File: src/design/bale_pkg.sv
// ---------------------------------------------------------------------------
// bale_pkg - shared types and constants for the bounded array list engine
// Request/result payload structs, action codes and register map.
// ---------------------------------------------------------------------------
package bale_pkg;

    // Storage depth default
    localparam int DEPTH_DEFAULT = 256;

    // Action codes carried in the request
    localparam logic [2:0] ACT_APPEND      = 3'd0;
    localparam logic [2:0] ACT_READ        = 3'd1;
    localparam logic [2:0] ACT_REMOVE_SWAP = 3'd2;
    localparam logic [2:0] ACT_REMOVE_KEEP = 3'd3;
    localparam logic [2:0] ACT_REMOVE_ALL  = 3'd4;

    // Register map (word index taken from paddr[2])
    localparam int         PADDR_W      = 3;
    localparam logic       REG_CAPACITY = 1'b0;
    localparam logic [8:0] CAP_RESET    = 9'd256;

    // One request
    typedef struct packed {
        logic [2:0]         action;
        logic signed [31:0] value;
        logic [7:0]         index;
    } t_request;

    // One result
    typedef struct packed {
        logic               ok;
        logic signed [31:0] read_data;
        logic [8:0]         removed_count;
        logic [8:0]         fill_level;
    } t_result;

endpackage

File: src/design/bale_cfg.sv
// ---------------------------------------------------------------------------
// bale_cfg - APB register slice
// Holds the capacity register; writes complete in the access phase.
// ---------------------------------------------------------------------------
module bale_cfg
    import bale_pkg::*;
(
    input  logic               i_clk,
    input  logic               i_rst_n,
    input  logic               psel,
    input  logic               penable,
    input  logic               pwrite,
    input  logic [PADDR_W-1:0] paddr,
    input  logic [31:0]        pwdata,
    output logic [31:0]        prdata,
    output logic               pready,
    output logic [8:0]         o_capacity
);

    logic [8:0] r_capacity;
    logic       wr_en;

    // Write strobe, low address bits are byte offset
    assign wr_en = psel && penable && pwrite && (paddr[2] == REG_CAPACITY);

    always_ff @(posedge i_clk) begin
        if (!i_rst_n) begin
            r_capacity <= CAP_RESET;
        end else if (wr_en) begin
            r_capacity <= pwdata[8:0];
        end
    end

    // Read-back
    always_comb begin
        if (paddr[2] == REG_CAPACITY) begin
            prdata = {23'd0, r_capacity};
        end else begin
            prdata = 32'd0;
        end
    end

    assign pready     = 1'b1;
    assign o_capacity = r_capacity;

endmodule

File: config.mk
export PLATFORM = sky130hd
export DESIGN_NAME = bale_cfg
export DESIGN_NICKNAME = d
export VERILOG_FILES = /design/src/design/bale_pkg.sv /design/src/design/bale_cfg.sv
export SDC_FILE = /design/constraint.sdc
export NUM_CORES = 1
export LEC_CHECK = 0
export ABC_AREA = 1
export BUFFER_PORTS_ARGS = -buffer_cell sky130_fd_sc_hd__buf_2
export CORE_MARGIN = 10
export CORE_UTILIZATION = 33
export CTS_CLUSTER_SIZE = 30
export DETAILED_ROUTE_END_ITERATION = 8
export HOLD_SLACK_MARGIN = 0.05
export PLACE_DENSITY = 0.88
export SLEW_MARGIN = 10
export SYNTH_ARGS = -nofsm -noshare
export SYNTH_HDL_FRONTEND = slang
export SYNTH_SLANG_ARGS = --single-unit
export TNS_END_PERCENT = 20
File: constraint.sdc
create_clock -name i_clk -period 0.8 [get_ports i_clk]
set_input_delay 0.12 -clock i_clk [delete_from_list [all_inputs] [get_ports i_clk]]
set_output_delay 0.12 -clock i_clk [all_outputs]
set_load 0.005 [all_outputs]
==> results.yml <==
global_route:
  grt_use_total_pct: 7.31
  grt_max_degree: 10
  grt_pass1_wl_mm: 2.50
  first_global_vias: 580
  antenna_found_initial: 0
  overflow: 0
sta:
  period_minus_slack_ps: 944
  report.final.slew_viol_count: 0
  fmax_mhz: 1060
  finalHoldViolations: 0
  holdWs_ps: 85.4
  min_period_over_period_pct: 118
  finalSetupViolCount: 18
  post-route-worst-setup-slack_ps: -144
  rsz0062_at_grt: "yes"
  fin_skew_ps: 0
floorplan:
  fp.dieH_um: 66.1
  dieArea_um2: 4370
  core_um2: 1980
  die_w_um: 66.1
  rows: 16
  start_util_pct: 35.4
  pin_count: 82
pwr:
  p_switching_mw: 0.294
  ir_drop_mv: 0.625
  leakagePower_nw: 0.531
  p_int_mw: 0.749
  power_mw: 1.04
  power_density_nw_per_um2: 1210
  p_sw_share_pct: 28.2
  p_clk_share_pct: 32.7
  p_seq_share_pct: 45.8
  p_comb_share_pct: 21.4
synthesis:
  synth_area_leader_cell: "dfxtp_1"
  synth_area_per_cell_um2: 6.67
  ys_top_cells_by_area: "dfxtp_1 26%, buf_4 26%, nor2_1 13%, inv_1 10%, nand3_1 5.7%"
  synth_mux_area_share_pct: 0
  synth_top_family_by_area: "buffers and inverters"
  ys_ff_latch: 9
  synth_simple_gate_area_share_pct: 32.9
  yosysSeqAreaShare_pct: 25.7
  syn_inst: 105
  yosysUniqueCellTypes: 13
  synth_area_um2: 701
  synth_top_area_share_pct: 25.7
  synth_adder_area_share_pct: 0
  synth_warnings: 0
  synth-xor-area-share_pct: 0
  synth_compound_area_share_pct: 0.714
clock_tree:
  htree_levels: 1
  hold_buffers: 0
  cts_root_buffer: "clkbuf_4"
  cts_max_path_buffers: 2
  clkTransAtPathRegs_ps: 60
  clkSinkCount: 9
  cts_tree: "built"
  cts_buffers: 3
  clock_latency_ps: 260
layout:
  finalNetCount: 182
  antennaDiodeCount: 0
  final_cell_mix: "30 x buf_2, 24 x nor2_1, 24 x conb_1"
  final_core_utilization_pct: 43.4
  area_growth_pct: 22.9
  nFillCells: 217
  final_cells: 168
  drive_above_1_share_pct: 39.7
  final_common_cell: "buf_2"
  largest_reg_flops: 9
worst_setup_path:
  r2r_setup_slack_ps: 100
  critical_path.endpoint_type: "output pin"
  crit_required_ps: 680
  cp_max_fo: 2
  critPathLaunchType: "register"
  worstSetupPathType: "reg2out"
  crit_arrival_ps: 820
route:
  drt_iter0_markers: 6
  drtPass1Iterations: 4
  drt_wl_total_mm: 1.73
  ant_nets: 0
  viasPerCell: 3.68
  vias: 618
  wl_per_cell_um: 10.3
  route.detailed.drc: 0
run:
  drv_cap: 0
place:
  gp_congestion: 0.637
  dp_cells: 162
  port_buffers: 32
  place_hpwl_mm: 1.49
outcome:
  violations: "negative setup slack"
  status: "complete, but fails checks"
hold_path:
  hold_path.class: "in2reg"
==> critical path: stages (launching register included) <==
cell,delay [ps]
dfxtp_2,330
inv_1,40
nor2_1,80
buf_2,120
==> worst paths after layout <==
check	start	to	cells after the start
hold / removal	pwdata[8]	o_capacity[8]	3
setup / recovery	o_capacity[8]	prdata[8]	3
hold reg to reg	o_capacity[3]	o_capacity[3]	2
setup reg to reg	o_capacity[8]	o_capacity[8]	3
==> power groups by stage <==
stage,combinational [mW],sequential [mW],clock [mW]
floorplan,0.215,0.486,0
global placement,0.204,0.485,0
detailed placement,0.208,0.485,0
CTS,0.209,0.478,0.360
global route,0.257,0.479,0.400
finish,0.223,0.478,0.341
==> stage by stage <==
step / instance area, um^2 / setup TNS (ps) / worst slack, ps
final: 861 / -1530 / -144
after global routing: 861 / -2550 / -232
after detailed placement: 790 / -42.8 / -16.3
after floorplan: 783 / 0 / 152
after CTS: 827 / -1600 / -153
after global placement: 790 / 0 / 19.4
==> layout make-up <==
cell class	count	area (um^2)	area share, %
repair buffers	36	206	24.0
clock buffers	4	26.3	3.05
multi-input cells	72	328	38.1
flip-flops and latches	9	191	22.2
well taps	27	33.8	3.92
inverters	20	75.1	8.72
==> synth_stat cells <==
library cell / instances
o21ai_0: 1
buf_6: 2
conb_1: 2
dfxtp_1: 9
nand2_1: 9
nand3_2: 1
nor2_8: 2
inv_2: 1
nor2_1: 25
buf_4: 24
nand2_2: 2
inv_1: 19
nand3_1: 8
==> per-layer routing <==
| metal | up-vias | GRT usage, % | wire length, um | part of all wire (%) |
|---|---|---|---|---|
| li1 | 329 | - | - | - |
| met1 | 253 | 6.55 | 597 | 34 |
| met2 | 34 | 12.6 | 877 | 51 |
| met3 | 2 | 4.41 | 244 | 14 |
| met4 | 0 | 3.93 | 12 | 0.69 |
| met5 | - | 0 | 0 | 0 |
==> what timing repair did <==
item                       4_1_cts  5_1_grt
pin swaps                        0        1
setup buffers                    0        2
setup endpoints to repair       18       18
gates cloned                     0        0
gates resized for setup          9        5
==> cells by family (layout without fill, tap and decap cells) <==
logic type	Yosys count	in the layout
other	2	24
AOI/OAI and AO/OA	1	1
buffers and inverters	46	60
DFF	9	9
and+or+nand+nor	47	47
Note: power is estimated with default switching activity, not from simulation.
